## config.mk

```make
export PLATFORM = sky130hd
export DESIGN_NAME = dual_stepper_velocity_ramp_flat
export DESIGN_NICKNAME = d
export VERILOG_FILES = /design/src/hw/rtl/dsvr_pkg.sv /design/src/hw/rtl/dsvr_if.sv /design/src/hw/rtl/dsvr_div.sv /design/src/hw/rtl/dsvr_lane.sv /design/src/hw/rtl/dual_stepper_velocity_ramp.sv /design/src/flat_wrapper.sv
export SDC_FILE = /design/constraint.sdc
export NUM_CORES = 2
export LEC_CHECK = 0
export ABC_AREA = 1
export BUFFER_PORTS_ARGS = -buffer_cell sky130_fd_sc_hd__buf_2
export CORE_ASPECT_RATIO = 0.8
export CORE_UTILIZATION = 63
export DETAILED_ROUTE_END_ITERATION = 7
export GPL_TIMING_DRIVEN = 0
export PLACE_DENSITY = 0.82
export SYNTH_ARGS = -nofsm -noshare
export SYNTH_HDL_FRONTEND = slang
export SYNTH_HIERARCHICAL = 1
export SYNTH_SLANG_ARGS = --single-unit
```

## constraint.sdc

```tcl
create_clock -name clk -period 13.55 [get_ports clk]
set_input_delay 4.065 -clock clk [delete_from_list [all_inputs] [get_ports clk]]
set_output_delay 4.065 -clock clk [all_outputs]
set_load 0.05 [all_outputs]
```

## src/hw/rtl/dsvr_pkg.sv

```systemverilog
// Shared types, codes and tables for the dual stepper velocity ramp
package dsvr_pkg;

  typedef enum logic [2:0] {
    ACT_SET   = 3'd0,
    ACT_TICK  = 3'd1,
    ACT_STEPL = 3'd2,
    ACT_STEPR = 3'd3,
    ACT_CLEAR = 3'd4
  } action_t;

  typedef enum logic [1:0] {
    REG_ACCEL = 2'd0,
    REG_DECEL = 2'd1,
    REG_NUMER = 2'd2,
    REG_HOLD  = 2'd3
  } reg_index_t;

  typedef enum logic [1:0] {
    ST_IDLE,
    ST_DIV,
    ST_OUT
  } state_t;

  localparam logic [15:0] START_RELOAD = 16'd20000;
  localparam int          STOP_LIMIT   = 128;
  localparam int          NUM_WIDTH    = 32;
  localparam int          CFG_WIDTH    = 32;
  localparam int          CFG_IDX_W    = 2;

  // control from the top to each lane
  typedef struct packed {
    logic start;    // ramp tick: update speed, launch divide
    logic step;     // step the coils
    logic clear;    // zero the count
    logic set_goal; // load target
    logic hold;
    logic inverted;
  } lane_ctl_t;

  function automatic logic [3:0] coil_pattern(input logic [2:0] ph);
    logic [3:0] p;
    case (ph)
      3'd0: p = 4'b0001;
      3'd1: p = 4'b0011;
      3'd2: p = 4'b0010;
      3'd3: p = 4'b0110;
      3'd4: p = 4'b0100;
      3'd5: p = 4'b1100;
      3'd6: p = 4'b1000;
      3'd7: p = 4'b1001;
      default: p = 4'b0000;
    endcase
    return p;
  endfunction

endpackage

```

## src/hw/rtl/dsvr_if.sv

```systemverilog
// Valid/ready channel interfaces for input items and results
interface dsvr_in_if #(parameter int SPEED_WIDTH = 24);
  logic                          valid;
  logic                          ready;
  logic [2:0]                    action;
  logic signed [SPEED_WIDTH-1:0] target_left;
  logic signed [SPEED_WIDTH-1:0] target_right;
  modport source (output valid, action, target_left, target_right, input ready);
  modport sink (input valid, action, target_left, target_right, output ready);
endinterface

interface dsvr_out_if #(parameter int SPEED_WIDTH = 24);
  logic                          valid;
  logic                          ready;
  logic [15:0]                   period_left;
  logic [15:0]                   period_right;
  logic                          run_left;
  logic                          run_right;
  logic                          dir_left;
  logic                          dir_right;
  logic [3:0]                    coils_left;
  logic [3:0]                    coils_right;
  logic signed [SPEED_WIDTH-1:0] speed_left;
  logic signed [SPEED_WIDTH-1:0] speed_right;
  logic signed [31:0]            steps_left;
  logic signed [31:0]            steps_right;
  modport source (output valid, period_left, period_right, run_left, run_right,
                  dir_left, dir_right, coils_left, coils_right, speed_left,
                  speed_right, steps_left, steps_right, input ready);
  modport sink (input valid, period_left, period_right, run_left, run_right,
                dir_left, dir_right, coils_left, coils_right, speed_left,
                speed_right, steps_left, steps_right, output ready);
endinterface

```

## src/hw/rtl/dsvr_div.sv

```systemverilog
// Restoring radix-2 divider, one quotient bit per cycle
module dsvr_div
  import dsvr_pkg::*;
#(
  parameter int DEN_WIDTH = 24
) (
  input  logic                 clk,
  input  logic                 rst,
  input  logic                 start,
  input  logic [NUM_WIDTH-1:0] numer,
  input  logic [DEN_WIDTH-1:0] denom,
  output logic                 busy,
  output logic [NUM_WIDTH-1:0] quot
);
  localparam int CW = $clog2(NUM_WIDTH + 1);

  logic [DEN_WIDTH:0]   rem;
  logic [DEN_WIDTH-1:0] den;
  logic [NUM_WIDTH-1:0] qsh;
  logic [CW-1:0]        count;
  logic [DEN_WIDTH:0]   trial;
  logic [DEN_WIDTH:0]   diff;

  assign trial = {rem[DEN_WIDTH-1:0], qsh[NUM_WIDTH-1]};
  assign diff  = trial - {1'b0, den};
  assign quot  = qsh;

  always_ff @(posedge clk) begin
    if (rst) begin
      busy  <= 1'b0;
      count <= '0;
    end else if (start) begin
      busy  <= 1'b1;
      count <= CW'(NUM_WIDTH);
      rem   <= '0;
      den   <= denom;
      qsh   <= numer;
    end else if (busy) begin
      if (!diff[DEN_WIDTH]) begin
        rem <= diff;
        qsh <= {qsh[NUM_WIDTH-2:0], 1'b1};
      end else begin
        rem <= trial;
        qsh <= {qsh[NUM_WIDTH-2:0], 1'b0};
      end
      count <= count - 1'b1;
      if (count == CW'(1)) begin
        busy <= 1'b0;
      end
    end
  end
endmodule

```

## src/hw/rtl/dsvr_lane.sv

```systemverilog
// One wheel: ramp, period divide, phase sequencer and step count
module dsvr_lane
  import dsvr_pkg::*;
#(
  parameter int SPEED_WIDTH = 24,
  parameter int PERIOD_MIN  = 150,
  parameter int PERIOD_MAX  = 60000
) (
  input  logic                          clk,
  input  logic                          rst,
  input  lane_ctl_t                     ctl,
  input  logic signed [SPEED_WIDTH-1:0] target,
  input  logic [15:0]                   accel_step,
  input  logic [15:0]                   decel_step,
  input  logic [NUM_WIDTH-1:0]          period_numerator,
  output logic                          busy,
  output logic [15:0]                   reload,
  output logic                          running,
  output logic                          fwd,
  output logic [3:0]                    drive,
  output logic signed [SPEED_WIDTH-1:0] ramp,
  output logic signed [31:0]            count
);
  localparam int SW = SPEED_WIDTH;

  logic signed [SW-1:0] goal;
  logic [2:0]           phase;
  logic                 div_busy;
  logic                 div_pend;
  logic                 div_start;
  logic [NUM_WIDTH-1:0] quot;
  logic [SW-1:0]        mag_q;

  // ramp arithmetic one bit wider to avoid overflow
  logic signed [SW:0] cur_x, goal_x, diff_x, step_x, ramp_next_x;
  logic [SW:0]        mag_cur, mag_goal, mag_diff;
  logic               toward_zero;
  logic               stop;
  logic               fwd_new;
  logic [SW-1:0]      mag_new;

  assign cur_x    = {ramp[SW-1], ramp};
  assign goal_x   = {goal[SW-1], goal};
  assign diff_x   = goal_x - cur_x;
  assign mag_cur  = cur_x[SW] ? -cur_x : cur_x;
  assign mag_goal = goal_x[SW] ? -goal_x : goal_x;
  assign mag_diff = diff_x[SW] ? -diff_x : diff_x;
  assign toward_zero = (mag_goal < mag_cur) ||
                       (goal_x < 0 && cur_x > 0) || (goal_x > 0 && cur_x < 0);
  assign step_x = toward_zero ? (SW+1)'(decel_step) : (SW+1)'(accel_step);

  always_comb begin
    if (mag_diff < step_x) ramp_next_x = goal_x;
    else if (diff_x > 0)   ramp_next_x = cur_x + step_x;
    else                   ramp_next_x = cur_x - step_x;
  end

  assign mag_new = ramp_next_x[SW] ? SW'(-ramp_next_x) : SW'(ramp_next_x);
  assign stop    = mag_new < SW'(STOP_LIMIT);
  assign fwd_new = (!ramp_next_x[SW]) != ctl.inverted;
  assign div_start = ctl.start && !stop;

  dsvr_div #(.DEN_WIDTH(SW)) u_div (
    .clk   (clk),
    .rst   (rst),
    .start (div_start),
    .numer (period_numerator),
    .denom (mag_new),
    .busy  (div_busy),
    .quot  (quot)
  );

  assign busy = div_busy;

  // clamp q-1 into the period window
  logic [15:0] clamped;
  always_comb begin
    if (quot == '0 || (quot - 1'b1) < NUM_WIDTH'(PERIOD_MIN))
      clamped = 16'(PERIOD_MIN);
    else if ((quot - 1'b1) > NUM_WIDTH'(PERIOD_MAX))
      clamped = 16'(PERIOD_MAX);
    else
      clamped = 16'(quot - 1'b1);
  end

  always_ff @(posedge clk) begin
    if (rst) begin
      goal     <= '0;
      ramp     <= '0;
      reload   <= START_RELOAD;
      phase    <= '0;
      fwd      <= 1'b1;
      running  <= 1'b0;
      drive    <= '0;
      count    <= '0;
      div_pend <= 1'b0;
    end else begin
      if (ctl.set_goal) goal <= target;
      if (ctl.clear) count <= '0;
      if (ctl.start) begin
        ramp <= SW'(ramp_next_x);
        if (stop) begin
          running <= 1'b0;
          if (!ctl.hold) drive <= '0;
        end else begin
          fwd <= fwd_new;
          if (!running) begin
            phase    <= fwd_new ? 3'd1 : 3'd7;
            running  <= 1'b1;
            reload   <= START_RELOAD;
          end else begin
            div_pend <= 1'b1;
          end
        end
      end else if (div_pend && !div_busy) begin
        reload   <= clamped;
        div_pend <= 1'b0;
      end
      if (ctl.step && running) begin
        drive <= coil_pattern(phase);
        phase <= fwd ? phase + 3'd1 : phase - 3'd1;
        count <= (fwd != ctl.inverted) ? count + 32'sd1 : count - 32'sd1;
      end
    end
  end

`ifndef NO_ASSERTIONS
  a_drive_off_stop: assert property (@(posedge clk) disable iff (rst)
    ctl.start && stop && !ctl.hold |=> drive == '0)
    else $error("coils not released on stop");
  a_div_idle_pend: assert property (@(posedge clk) disable iff (rst)
    div_pend && !ctl.start |-> running)
    else $error("period pending on stopped wheel");
  a_start_reload: assert property (@(posedge clk) disable iff (rst)
    ctl.start && !stop && !running |=> reload == START_RELOAD && running)
    else $error("start reload missing");
`endif
endmodule

```

## src/hw/rtl/dual_stepper_velocity_ramp.sv

```systemverilog
// Top level of the two-wheel stepper speed ramp
//
//  channel | dir | handshake     | payload
//  in      | in  | valid/ready   | action, target_left, target_right
//  res     | out | valid/ready   | period, run, dir, coils, speed, steps per wheel
//  cfg     | in  | cfg_we        | cfg_index, cfg_data (accel, decel, numerator, hold)
//
// Tick: each lane whose new speed is at or above the stop limit runs the 32-step
// divider, and the result is shown once both dividers are idle.
// One item in flight; in.ready returns the cycle after the result transfer.
// The result holds while res.ready is low.
// rst is synchronous; it restores the control, state and config registers to their reset values.
module dual_stepper_velocity_ramp
  import dsvr_pkg::*;
#(
  parameter int SPEED_WIDTH = 24,
  parameter int PERIOD_MIN  = 150,
  parameter int PERIOD_MAX  = 60000
) (
  input  logic                 clk,
  input  logic                 rst,
  dsvr_in_if.sink              in,
  dsvr_out_if.source           res,
  input  logic                 cfg_we,
  input  logic [CFG_IDX_W-1:0] cfg_index,
  input  logic [CFG_WIDTH-1:0] cfg_data
);
  logic [15:0]          accel_step, decel_step;
  logic [NUM_WIDTH-1:0] period_numerator;
  logic                 hold_at_zero;

  always_ff @(posedge clk) begin
    if (rst) begin
      accel_step       <= 16'd512;
      decel_step       <= 16'd512;
      period_numerator <= 32'd104682000;
      hold_at_zero     <= 1'b0;
    end else if (cfg_we) begin
      case (reg_index_t'(cfg_index))
        REG_ACCEL: accel_step       <= cfg_data[15:0];
        REG_DECEL: decel_step       <= cfg_data[15:0];
        REG_NUMER: period_numerator <= cfg_data;
        REG_HOLD:  hold_at_zero     <= cfg_data[0];
        default: ;
      endcase
    end
  end

  state_t state, state_next;
  logic   xfer_in;
  logic   lanes_busy;
  logic   busy_l, busy_r;
  logic   settle;  // registered xfer_in; masks the gap before the divider reports busy

  assign xfer_in    = in.valid && in.ready;
  assign lanes_busy = busy_l || busy_r || settle;

  lane_ctl_t ctl_l, ctl_r;
  always_comb begin
    ctl_l = '0;
    ctl_r = '0;
    ctl_l.inverted = 1'b1;
    ctl_l.hold = hold_at_zero;
    ctl_r.hold = hold_at_zero;
    if (xfer_in) begin
      case (action_t'(in.action))
        ACT_SET:   begin ctl_l.set_goal = 1'b1; ctl_r.set_goal = 1'b1; end
        ACT_TICK:  begin ctl_l.start = 1'b1;    ctl_r.start = 1'b1;    end
        ACT_STEPL: ctl_l.step = 1'b1;
        ACT_STEPR: ctl_r.step = 1'b1;
        ACT_CLEAR: begin ctl_l.clear = 1'b1;    ctl_r.clear = 1'b1;    end
        default: ;
      endcase
    end
  end

  always_comb begin
    state_next = state;
    case (state)
      ST_IDLE: if (xfer_in) state_next = ST_DIV;
      ST_DIV:  if (!lanes_busy) state_next = ST_OUT;
      ST_OUT:  if (res.ready) state_next = ST_IDLE;
      default: state_next = ST_IDLE;
    endcase
  end

  always_comb begin
    in.ready  = (state == ST_IDLE);
    res.valid = (state == ST_OUT);
  end

  always_ff @(posedge clk) begin
    if (rst) begin
      state  <= ST_IDLE;
      settle <= 1'b0;
    end else begin
      state  <= state_next;
      settle <= xfer_in;
    end
  end

  // lanes write their state registers, which double as the result register;
  // the reload lands in the cycle after the divider goes idle, covered by ST_DIV->ST_OUT
  logic [15:0]                   reload_l, reload_r;
  logic signed [SPEED_WIDTH-1:0] ramp_l, ramp_r;
  logic signed [31:0]            count_l, count_r;
  logic                          run_l, run_r, fwd_l, fwd_r;
  logic [3:0]                    drive_l, drive_r;

  dsvr_lane #(.SPEED_WIDTH(SPEED_WIDTH), .PERIOD_MIN(PERIOD_MIN),
              .PERIOD_MAX(PERIOD_MAX)) u_left (
    .clk(clk), .rst(rst), .ctl(ctl_l), .target(in.target_left),
    .accel_step(accel_step), .decel_step(decel_step),
    .period_numerator(period_numerator), .busy(busy_l), .reload(reload_l),
    .running(run_l), .fwd(fwd_l), .drive(drive_l), .ramp(ramp_l), .count(count_l)
  );

  dsvr_lane #(.SPEED_WIDTH(SPEED_WIDTH), .PERIOD_MIN(PERIOD_MIN),
              .PERIOD_MAX(PERIOD_MAX)) u_right (
    .clk(clk), .rst(rst), .ctl(ctl_r), .target(in.target_right),
    .accel_step(accel_step), .decel_step(decel_step),
    .period_numerator(period_numerator), .busy(busy_r), .reload(reload_r),
    .running(run_r), .fwd(fwd_r), .drive(drive_r), .ramp(ramp_r), .count(count_r)
  );

  // merge: both lanes' registers form the result word, stable in ST_OUT
  assign res.period_left  = reload_l;
  assign res.period_right = reload_r;
  assign res.run_left     = run_l;
  assign res.run_right    = run_r;
  assign res.dir_left     = fwd_l;
  assign res.dir_right    = fwd_r;
  assign res.coils_left   = drive_l;
  assign res.coils_right  = drive_r;
  assign res.speed_left   = ramp_l;
  assign res.speed_right  = ramp_r;
  assign res.steps_left   = count_l;
  assign res.steps_right  = count_r;

`ifndef NO_ASSERTIONS
  a_no_accept_busy: assert property (@(posedge clk) disable iff (rst)
    lanes_busy && !settle |-> !in.ready)
    else $error("input taken while lanes busy");
  a_out_idle_lanes: assert property (@(posedge clk) disable iff (rst)
    res.valid |-> !busy_l && !busy_r)
    else $error("result shown while dividing");
  a_out_stable: assert property (@(posedge clk) disable iff (rst)
    res.valid && !res.ready |=> $stable(res.period_left) && $stable(res.period_right))
    else $error("result changed under stall");
`endif
endmodule

```

## src/flat_wrapper.sv

```systemverilog
// flat-port wrapper written by rule: the top's interface ports become plain ports
module dual_stepper_velocity_ramp_flat import dsvr_pkg::*;
#(
  parameter int SPEED_WIDTH = 24,
  parameter int PERIOD_MIN  = 150,
  parameter int PERIOD_MAX  = 60000
)
  (clk, rst, cfg_we, cfg_index, cfg_data, in_valid, in_action, in_target_left, in_target_right, in_ready, res_valid, res_period_left, res_period_right, res_run_left, res_run_right, res_dir_left, res_dir_right, res_coils_left, res_coils_right, res_speed_left, res_speed_right, res_steps_left, res_steps_right, res_ready);
  dsvr_in_if #(.SPEED_WIDTH(SPEED_WIDTH)) in_i ();
  dsvr_out_if #(.SPEED_WIDTH(SPEED_WIDTH)) res_i ();
  input  logic clk;
  input  logic rst;
  input  logic cfg_we;
  input  logic [CFG_IDX_W-1:0] cfg_index;
  input  logic [CFG_WIDTH-1:0] cfg_data;
  input wire logic [$bits(in_i.valid)-1:0] in_valid;
  input wire logic [$bits(in_i.action)-1:0] in_action;
  input wire logic [$bits(in_i.target_left)-1:0] in_target_left;
  input wire logic [$bits(in_i.target_right)-1:0] in_target_right;
  output wire logic [$bits(in_i.ready)-1:0] in_ready;
  output wire logic [$bits(res_i.valid)-1:0] res_valid;
  output wire logic [$bits(res_i.period_left)-1:0] res_period_left;
  output wire logic [$bits(res_i.period_right)-1:0] res_period_right;
  output wire logic [$bits(res_i.run_left)-1:0] res_run_left;
  output wire logic [$bits(res_i.run_right)-1:0] res_run_right;
  output wire logic [$bits(res_i.dir_left)-1:0] res_dir_left;
  output wire logic [$bits(res_i.dir_right)-1:0] res_dir_right;
  output wire logic [$bits(res_i.coils_left)-1:0] res_coils_left;
  output wire logic [$bits(res_i.coils_right)-1:0] res_coils_right;
  output wire logic [$bits(res_i.speed_left)-1:0] res_speed_left;
  output wire logic [$bits(res_i.speed_right)-1:0] res_speed_right;
  output wire logic [$bits(res_i.steps_left)-1:0] res_steps_left;
  output wire logic [$bits(res_i.steps_right)-1:0] res_steps_right;
  input wire logic [$bits(res_i.ready)-1:0] res_ready;
  assign in_i.valid = in_valid;
  assign in_i.action = in_action;
  assign in_i.target_left = in_target_left;
  assign in_i.target_right = in_target_right;
  assign in_ready = in_i.ready;
  assign res_valid = res_i.valid;
  assign res_period_left = res_i.period_left;
  assign res_period_right = res_i.period_right;
  assign res_run_left = res_i.run_left;
  assign res_run_right = res_i.run_right;
  assign res_dir_left = res_i.dir_left;
  assign res_dir_right = res_i.dir_right;
  assign res_coils_left = res_i.coils_left;
  assign res_coils_right = res_i.coils_right;
  assign res_speed_left = res_i.speed_left;
  assign res_speed_right = res_i.speed_right;
  assign res_steps_left = res_i.steps_left;
  assign res_steps_right = res_i.steps_right;
  assign res_i.ready = res_ready;
  dual_stepper_velocity_ramp #(.SPEED_WIDTH(SPEED_WIDTH), .PERIOD_MIN(PERIOD_MIN), .PERIOD_MAX(PERIOD_MAX)) u_core (.clk(clk), .rst(rst), .in(in_i), .res(res_i), .cfg_we(cfg_we), .cfg_index(cfg_index), .cfg_data(cfg_data));
endmodule
```

# Word-level counts from Yosys, hierarchy flattened
# Memories as Yosys holds them, arrays and structs flattened. A register that Yosys moved wholly into a read port is not among the register bits.
# Index checks and enable logic that the tools add are counted.
[totals] reg_bits=454 latchBits=0 mem_bits_rw=0 mem_bits_ro=64 in_bits=90 out_inout_bits=158 wordCells=271 mem_count=2
[mem_list] memory="(name not given)" depth=8 word_bits=4 rd=1 rd_ports_with_merged_regs=1 write_ports=0 line="dsvr_pkg.sv:43" rtl="case (ph)"
[mem_list] memory="(name not given)" depth=8 word_bits=4 rd=1 rd_ports_with_merged_regs=1 write_ports=0 line="dsvr_pkg.sv:43"
[op_classes] addsub=28 mul=0 div_mod_pow=0 magnitude_cmp=20 n_eq_ne=26 n_shift=0 mux=96 bitwise_logic=3 reduce_logical=60
[ops] op="$mux 32" n=10
[ops] op="$mux 25" n=10
[ops] op="$mux 16" n=14
[ops] op="$mux 24" n=6
[ops] op="$neg 24->25" n=4
[ops] op="$gt 24x1->1 const B" n=4
[ops] op="$lt 24x1->1 const B" n=4
[ops] op="$add 32x2->32 const B" n=2
[ops] op="$gt 32x16->1 const B" n=2
[ops] op="$logic_not 32->1" n=2
[ops] op="$lt 32x8->1 const B" n=2
[ops] op="$sub 32x1->32 const B" n=2
[ops] op="$sub 32x2->32 const B" n=2
[ops] op="$add 24x17->25" n=2
[ops] op="$gt 25x1->1 const B" n=2
[ops] op="$lt 25x16->1" n=2
[ops] op="$lt 25x25->1" n=2
[ops] op="$neg 25->25" n=2
[ops] op="$sub 24x17->25" n=2
[ops] op="$sub 24x24->25" n=2
[ops] op="$sub 25x24->25" n=2
[ops] op="$lt 24x8->1 const B" n=2
[ops] op="$mux 3" n=16
[ops] op="$neg 24->24" n=2
[ops] op="26 further kinds" n=133

# Longest topological paths before layout
[depth] ltp_word=17 ltp_mapped=68

# Hierarchy
# The synthesis kept the hierarchy.
[by_module_without_submodules] mod="dsvr_lane (u_core.u_left)" n_inst=1 cells_each=2415 area_each_um2=14083.5 seq_area_each_um2=2202.1
[by_module_without_submodules] mod="dsvr_lane (u_core.u_right)" n_inst=1 cells_each=2351 area_each_um2=13908.3 seq_area_each_um2=2202.1
[by_module_without_submodules] mod="dsvr_div (u_core.u_left.u_div)" n_inst=1 cells_each=746 area_each_um2=5535.3 seq_area_each_um2=2542.4
[by_module_without_submodules] mod="dsvr_div (u_core.u_right.u_div)" n_inst=1 cells_each=734 area_each_um2=5507.8 seq_area_each_um2=2542.4
[by_module_without_submodules] mod="dual_stepper_velocity_ramp" n_inst=1 cells_each=320 area_each_um2=2449.8 seq_area_each_um2=1361.3

# Least setup slack after synthesis
# OpenSTA, ideal clock, no wires.
[synth_path] path_type="register -> register" from="register u_core.u_left.ramp[1]" to="register u_core.u_left.u_div.qsh[0] (netlist: u_core/u_left/u_div/quot[0]) (enable)" setup_ns=0.470 t_arrival_ns=10.091 slack_ns=2.990 stages_incl_launch_ff=54 path_buffers=2 period_less_slack_ns=10.560 path_cell_list="dfxtp_1 nor3_1 nand2_1 nor2_1 inv_1 nor3_1 nand3_1 nor3_1 inv_1 nor3_1 and3_1 or2_2 xor2_1 inv_1 ha_1 nand2_1 nor2_1 nand4_1 [... 18 more ...] o21ai_0 a21oi_1 inv_1 or2_2 nand3_1 o21ai_1 nor2_1 nand3_1 o21ai_1 nand2_1 xor2_1 nor2_1 nand3_2 nand2_1 inv_1 clkbuf_1 nor2_1 nor2_1"
[synth_via] elab_chain_cells=16 word_cells_on_any_way=26 cone_classes="add/sub: 6; order compare: 6; mux: 6; reduce/logical: 8"
[synth_lines] item="start: declaration" line="dsvr_lane.sv:21" rtl="output logic signed [SPEED_WIDTH-1:0] ramp,"
[synth_lines] item="start signal: assignment" line="dsvr_lane.sv:101" rtl="ramp <= SW'(ramp_next_x);"
[synth_lines] item="$neg 24->25" line="dsvr_lane.sv:45" rtl="assign mag_cur = cur_x[SW] ? -cur_x : cur_x;"
[synth_lines] item="$mux 25" line="dsvr_lane.sv:45"
[synth_lines] item="$lt 25x25->1" line="dsvr_lane.sv:48" rtl="assign toward_zero = (mag_goal < mag_cur) ||"
[synth_lines] item="$logic_or 1x1->1" line="dsvr_lane.sv:48"
[synth_lines] item="$logic_or 1x1->1" line="dsvr_lane.sv:49" rtl="(goal_x < 0 && cur_x > 0) || (goal_x > 0 && cur_x < 0);"
[synth_lines] item="$mux 16" line="dsvr_lane.sv:50" rtl="assign step_x = toward_zero ? (SW+1)'(decel_step) : (SW+1)'(accel_step);"
[synth_lines] item="$sub 24x17->25 or $add 24x17->25 (tied branches)" line="dsvr_lane.sv:55, dsvr_lane.sv:54"
[synth_lines] item="$mux 25" line="dsvr_lane.sv:54" rtl="else if (diff_x > 0) ramp_next_x = cur_x + step_x;"
[synth_lines] item="[... 2 more ...]"
[synth_lines] item="$mux 24 (*)" line="dsvr_lane.sv:58" rtl="assign mag_new = ramp_next_x[SW] ? SW'(-ramp_next_x) : SW'(ramp_next_x);"
[synth_lines] item="named net u_core.u_left.mag_new[22]" line="dsvr_lane.sv:40" rtl="logic [SW-1:0] mag_new;"
[synth_lines] item="$lt 24x8->1 (*)" line="dsvr_lane.sv:59" rtl="assign stop = mag_new < SW'(STOP_LIMIT);"
[synth_lines] item="$logic_not 1->1 (*)" line="dsvr_lane.sv:61" rtl="assign div_start = ctl.start && !stop;"
[synth_lines] item="$logic_and 1x1->1 (*)" line="dsvr_lane.sv:61"
[synth_lines] item="named net u_core.u_left.div_start" line="dsvr_lane.sv:30" rtl="logic div_start;"
[synth_lines] item="$reduce_bool 2->1 (no source line) (*)"
[synth_lines] item="$reduce_and 2->1 (no source line) (*)"
[synth_lines] item="end signal: assignment" line="dsvr_div.sv:37" rtl="qsh <= numer;"
[synth_lines] item="end signal: assignment" line="dsvr_div.sv:41" rtl="qsh <= {qsh[NUM_WIDTH-2:0], 1'b1};"
[synth_lines] item="end signal: assignment" line="dsvr_div.sv:44" rtl="qsh <= {qsh[NUM_WIDTH-2:0], 1'b0};"
[synth_lines] item="end: declaration" line="dsvr_div.sv:19" rtl="logic [NUM_WIDTH-1:0] qsh;"
# Mark *: on every way through the listed nets, which the timed path passes. The rest lies on a longest branch.
# A chain may end at the register's enable or synchronous reset.

# Worst setup path after layout
[layout_path] from="register u_core.u_left.ramp[1]" to="register u_core.u_left.u_div.den[23] (enable)"
[layout_via] elab_chain_cells=15 word_cells_on_any_way=25 cone_classes="add/sub: 6; order compare: 6; mux: 6; reduce/logical: 7"
[layout_lines] item="$neg 24->25" line="dsvr_lane.sv:45"
[layout_lines] item="$mux 25" line="dsvr_lane.sv:45"
[layout_lines] item="$lt 25x25->1" line="dsvr_lane.sv:48"
[layout_lines] item="$logic_or 1x1->1" line="dsvr_lane.sv:48"
[layout_lines] item="$logic_or 1x1->1" line="dsvr_lane.sv:49"
[layout_lines] item="$mux 16" line="dsvr_lane.sv:50"
[layout_lines] item="$sub 24x17->25 or $add 24x17->25 (tied branches)" line="dsvr_lane.sv:55, dsvr_lane.sv:54"
[layout_lines] item="$mux 25" line="dsvr_lane.sv:54"
[layout_lines] item="$mux 25 (*)" line="dsvr_lane.sv:53" rtl="if (mag_diff < step_x) ramp_next_x = goal_x;"
[layout_lines] item="$neg 24->24" line="dsvr_lane.sv:58"
[layout_lines] item="$mux 24 (*)" line="dsvr_lane.sv:58"
[layout_lines] item="named net u_core.u_left.mag_new[22]" line="dsvr_lane.sv:40"
[layout_lines] item="$lt 24x8->1 (*)" line="dsvr_lane.sv:59"
[layout_lines] item="$logic_not 1->1 (*)" line="dsvr_lane.sv:61"
[layout_lines] item="$logic_and 1x1->1 (*)" line="dsvr_lane.sv:61"
[layout_lines] item="named net u_core.u_left.div_start" line="dsvr_lane.sv:30"
[layout_lines] item="$reduce_and 2->1 (no source line) (*)"
[layout_lines] item="end signal: assignment" line="dsvr_div.sv:36" rtl="den <= denom;"
[layout_lines] item="end: declaration" line="dsvr_div.sv:18" rtl="logic [DEN_WIDTH-1:0] den;"
# Marks and branches as above.

==> impl_results.md <==
- Final count of hold timing violations: 0
- Worst r2r src: u_core/u_left/ramp[1]
- Die height: 232 um
- Worst slew pin tran: roughly 1.2 ns
- Sw Ratio: 0.472
- Post-synth ARST share: 0
- Die X-Extent: 289 um
- CTS tree: done
- Critical Path Source Type: flop
- FILL cells: just under 6000
- Clock skew: 0.0446 ns
- Crit path from: u_core/u_left/ramp[1]
- Count leader, synth: nand2_1
- Rel. slew slack: 0.168
- First-pass GRT wire length: approximately 210000 um
- Critical path fanouts, max: 17
- Layout cell share with drive strength beyond 1: 0.0850
- Placer congestion estimate: 1.01
- Gate Count Post-Synth: 6566
- Failing checks: design-rule violations
- CP endpoint kind: flop
- Mux contribution to synthesized area: 0.00193
- Adder-Cell Fraction of Synth Area: 0.0947
- Worst R2R Path Depth: 57
- DRT Pass-1 Iters: 8
- Synth Area in Simple Gates: 0.341
- Pwr Density: 144 nW/um^2
- Leakage: 23.9 nW
- CP Data Required Time: between 10 and 15 ns
- Compound-cell area share of the yosys netlist: 0.129
- GRT Util Overall: 0.393
- Cell Area, Synth: 41500 sq um
- Fin crit share: 0.914
- I/O pins: around 250
- Status: finished, violations left
- Total internal power: ~0.0035 W
- Post-synth top flop: dfxtp_1
- Vias in the first global route: ~39000
- Vias: around 45000
- Clock period minus worst slack: 12.38 ns
- Most frequent CP cell: inv_1
- Slowest stage cell, crit path: clkbuf_1
- Post-Synth XOR/XNOR Area: 0.0614
- Share of power burned in registers: 0.244
- Final setup viols: 0
- ANT cells: 0
- Floorplan row count: 83
- Mean cell area of the mapped netlist: 6.32 sq um
- Layout Nets: 7276
- DRC viols: 1
- Core region area: 64600 sq um
- Maximum clock path buffer count: 3
- Slew Viols, Final: 0
- CTS resizes: 0
- Final hold slack: 0.444 ns
- Initial core utilization: 0.642
- Clock latency on the worst-skew pair: 0.65 ns
- Largest family of logic cells by synthesized area: simple AND/OR/NAND/NOR gates
- Number of synthesized flops with an enable pin: 160
- Area Growth Syn to Fin: 10.2%
- Fin area: about 46000 sq um
- Die Area: 66900 sq um
- Max-cap viol count: 0
- Pin count of the biggest net entering global routing: 37
- Sequential element share of the synthesized area: 0.262
- Final wirelength: 135000 um
- Seq cells post-synth: 462
- Drt wl/cell: 17.4 um
- GR Util met1: 0.566
- Vias per cell: approximately 5.7
- Max VDD drop: approximately 0.00014 V
- Aggregate global routing overflow: 0
- Max incr delay on CP: 0.49 ns
- Max Freq: 0.0808 GHz
- Reg clk slew, reported paths: 0.06 ns
- Comb pwr share: 0.535
- Cell Area, Placed: about 44000 sq um
- Initial detailed-routing violation count: approximately 5200
- Number of buffers added for setup after CTS: 0
- Hold path depth: 2
- Initial antenna violation count: 5
- Met3 GRT Util: 0.0688
- Share of the synthesized area in the top cell type: 0.168
- Area contributors post-synth: nand2_1 (17%), dfxtp_1 (15%), edfxtp_1 (12%)
- GRT busiest layer: met2
- Post-synth top cells: nand2_1 (1856), inv_1 (945), nor2_1 (670)
- H-tree depth: 2
- Clk sink count: 462
- Clock network power share: 0.222
- Port buffer count: 247
- Hold Crit Class: flop to flop
- Critical path type: flop to flop
- Post-route ant nets: 0
- Post-DP HPWL: 109000 um
- CTS hold repair buffers: 0
- Library cells used by synthesis: 68
- Switching pwr: around 0.0031 W
- RSZ-0062 raised after global routing: false
- Number of CTS-inserted buffers: 50
- WP data arrival: 12.72 ns
- Yosys warnings: 6
- Dominant cell type by area after synthesis: nand2_1
- Routing usage on met2: 0.584
- Root Buffer Master: clkbuf_16
[critical path, delay by kind of cell, from the launching register on]
family	cells	cell delay, ns
AOI/OAI and AO/OA	10	2.44
adders and majority gates	3	0.78
xor gates and xnor gates	3	0.52
buffers and inverters	13	2.29
muxes	1	0.46
DFF	1	0.47
and+or+nand+nor	27	5.06
[per-stage QoR]
stage               total power [W]  utilization  cells  worst slack (ns)  TNS [ns]
CTS                         0.00647        0.708   7768              1.60         0
detailed placement          0.00500        0.681   7676              1.67         0
finish                      0.00656        0.708   7768              1.17         0
global placement            0.00493        0.678   7665            -0.519    -28.78
floorplan                   0.00414            -   6568              2.99         0
global route                0.00701        0.708   7768             0.133         0
[registers in the layout, indices dropped and copies added (netlist names), 32 cells and up, named ones only]
name / cells
u_core/period_numerator: 32
u_core/u_left/count: 32
u_core/u_left/u_div/quot: 32
u_core/u_right/count: 32
u_core/u_right/u_div/quot: 32
[area by class of cell]
type	instances	area (sq um)	share of cell area
clock buffer	71	1460	0.0320
buffer	155	803	0.0176
timing repair buffer	258	1390	0.0304
clock inverter	21	260	0.00569
tap	850	1060	0.0233
inverter	989	3720	0.0814
multi-input combinational	4962	26200	0.572
sequential	462	10900	0.237
[final timing paths]
| path | end | slack (ns) |
|---|---|---|
| max | u_core/u_left/u_div/den[23] | 1.17 |
| min | u_core/u_right/drive[3] | 0.44 |
| min reg2reg | u_core/u_right/drive[3] | 0.44 |
| max reg2reg | u_core/u_left/u_div/den[23] | 1.17 |
[cell usage in the layout, fill, tap and decap left out, types with 11 or more instances in the layout]
| cell type | synthesis | final |
|---|---|---|
| buf_6 | 18 | 20 |
| nand2_2 | 58 | 58 |
| xnor2_1 | 47 | 45 |
| buf_1 | 16 | 16 |
| ha_1 | 298 | 298 |
| edfxtp_1 | 160 | 160 |
| nand3_1 | 395 | 395 |
| o21ai_1 | 38 | 38 |
| nor2_1 | 670 | 666 |
| nand2_1 | 1856 | 1856 |
| inv_2 | 33 | 33 |
| or2_2 | 12 | 12 |
| nor2_2 | 30 | 32 |
| o21a_1 | 15 | 15 |
| nand4_1 | 98 | 98 |
| o211ai_1 | 16 | 16 |
| a21oi_1 | 503 | 503 |
| inv_1 | 945 | 945 |
| nand3b_1 | 20 | 20 |
| nand2_4 | 12 | 12 |
| nor3_1 | 99 | 99 |
| clkbuf_1 | 82 | 93 |
| xor2_1 | 244 | 244 |
| nor2_4 | 11 | 13 |
| o21ai_0 | 355 | 355 |
| a31oi_1 | 18 | 18 |
| dfxtp_1 | 302 | 302 |
| clkinv_2 | 2 | 11 |
| buf_2 | 25 | 272 |
| o21bai_1 | 15 | 15 |
| nor4_1 | 44 | 42 |
| buf_4 | 11 | 13 |
| clkbuf_16 | 0 | 53 |
[logic make-up after synthesis]
kind of cell    count (synthesis)
simple gates                 3336
fa+ha+maj                     308
mux                             8
buf+inv                      1144
compound gates               1011
flops                         462
xor+xnor                      291
other cells                     6
[layer usage]
metal,part of all wire,vias up
met3,0.10,271
li1,-,21800
met2,0.41,2231
met5,0.00026,-
met1,0.44,20200
met4,0.038,6
[power by group through the flow]
stage	clock, W	combinational (W)	sequential [W]
final	0.00145	0.00351	0.00160
after global routing	0.00152	0.00389	0.00160
after CTS	0.00146	0.00341	0.00159
after detailed placement	0	0.00338	0.00162
after global placement	0	0.00330	0.00163
after floorplan	0	0.00251	0.00164
Power figures use the tool's default switching activity.
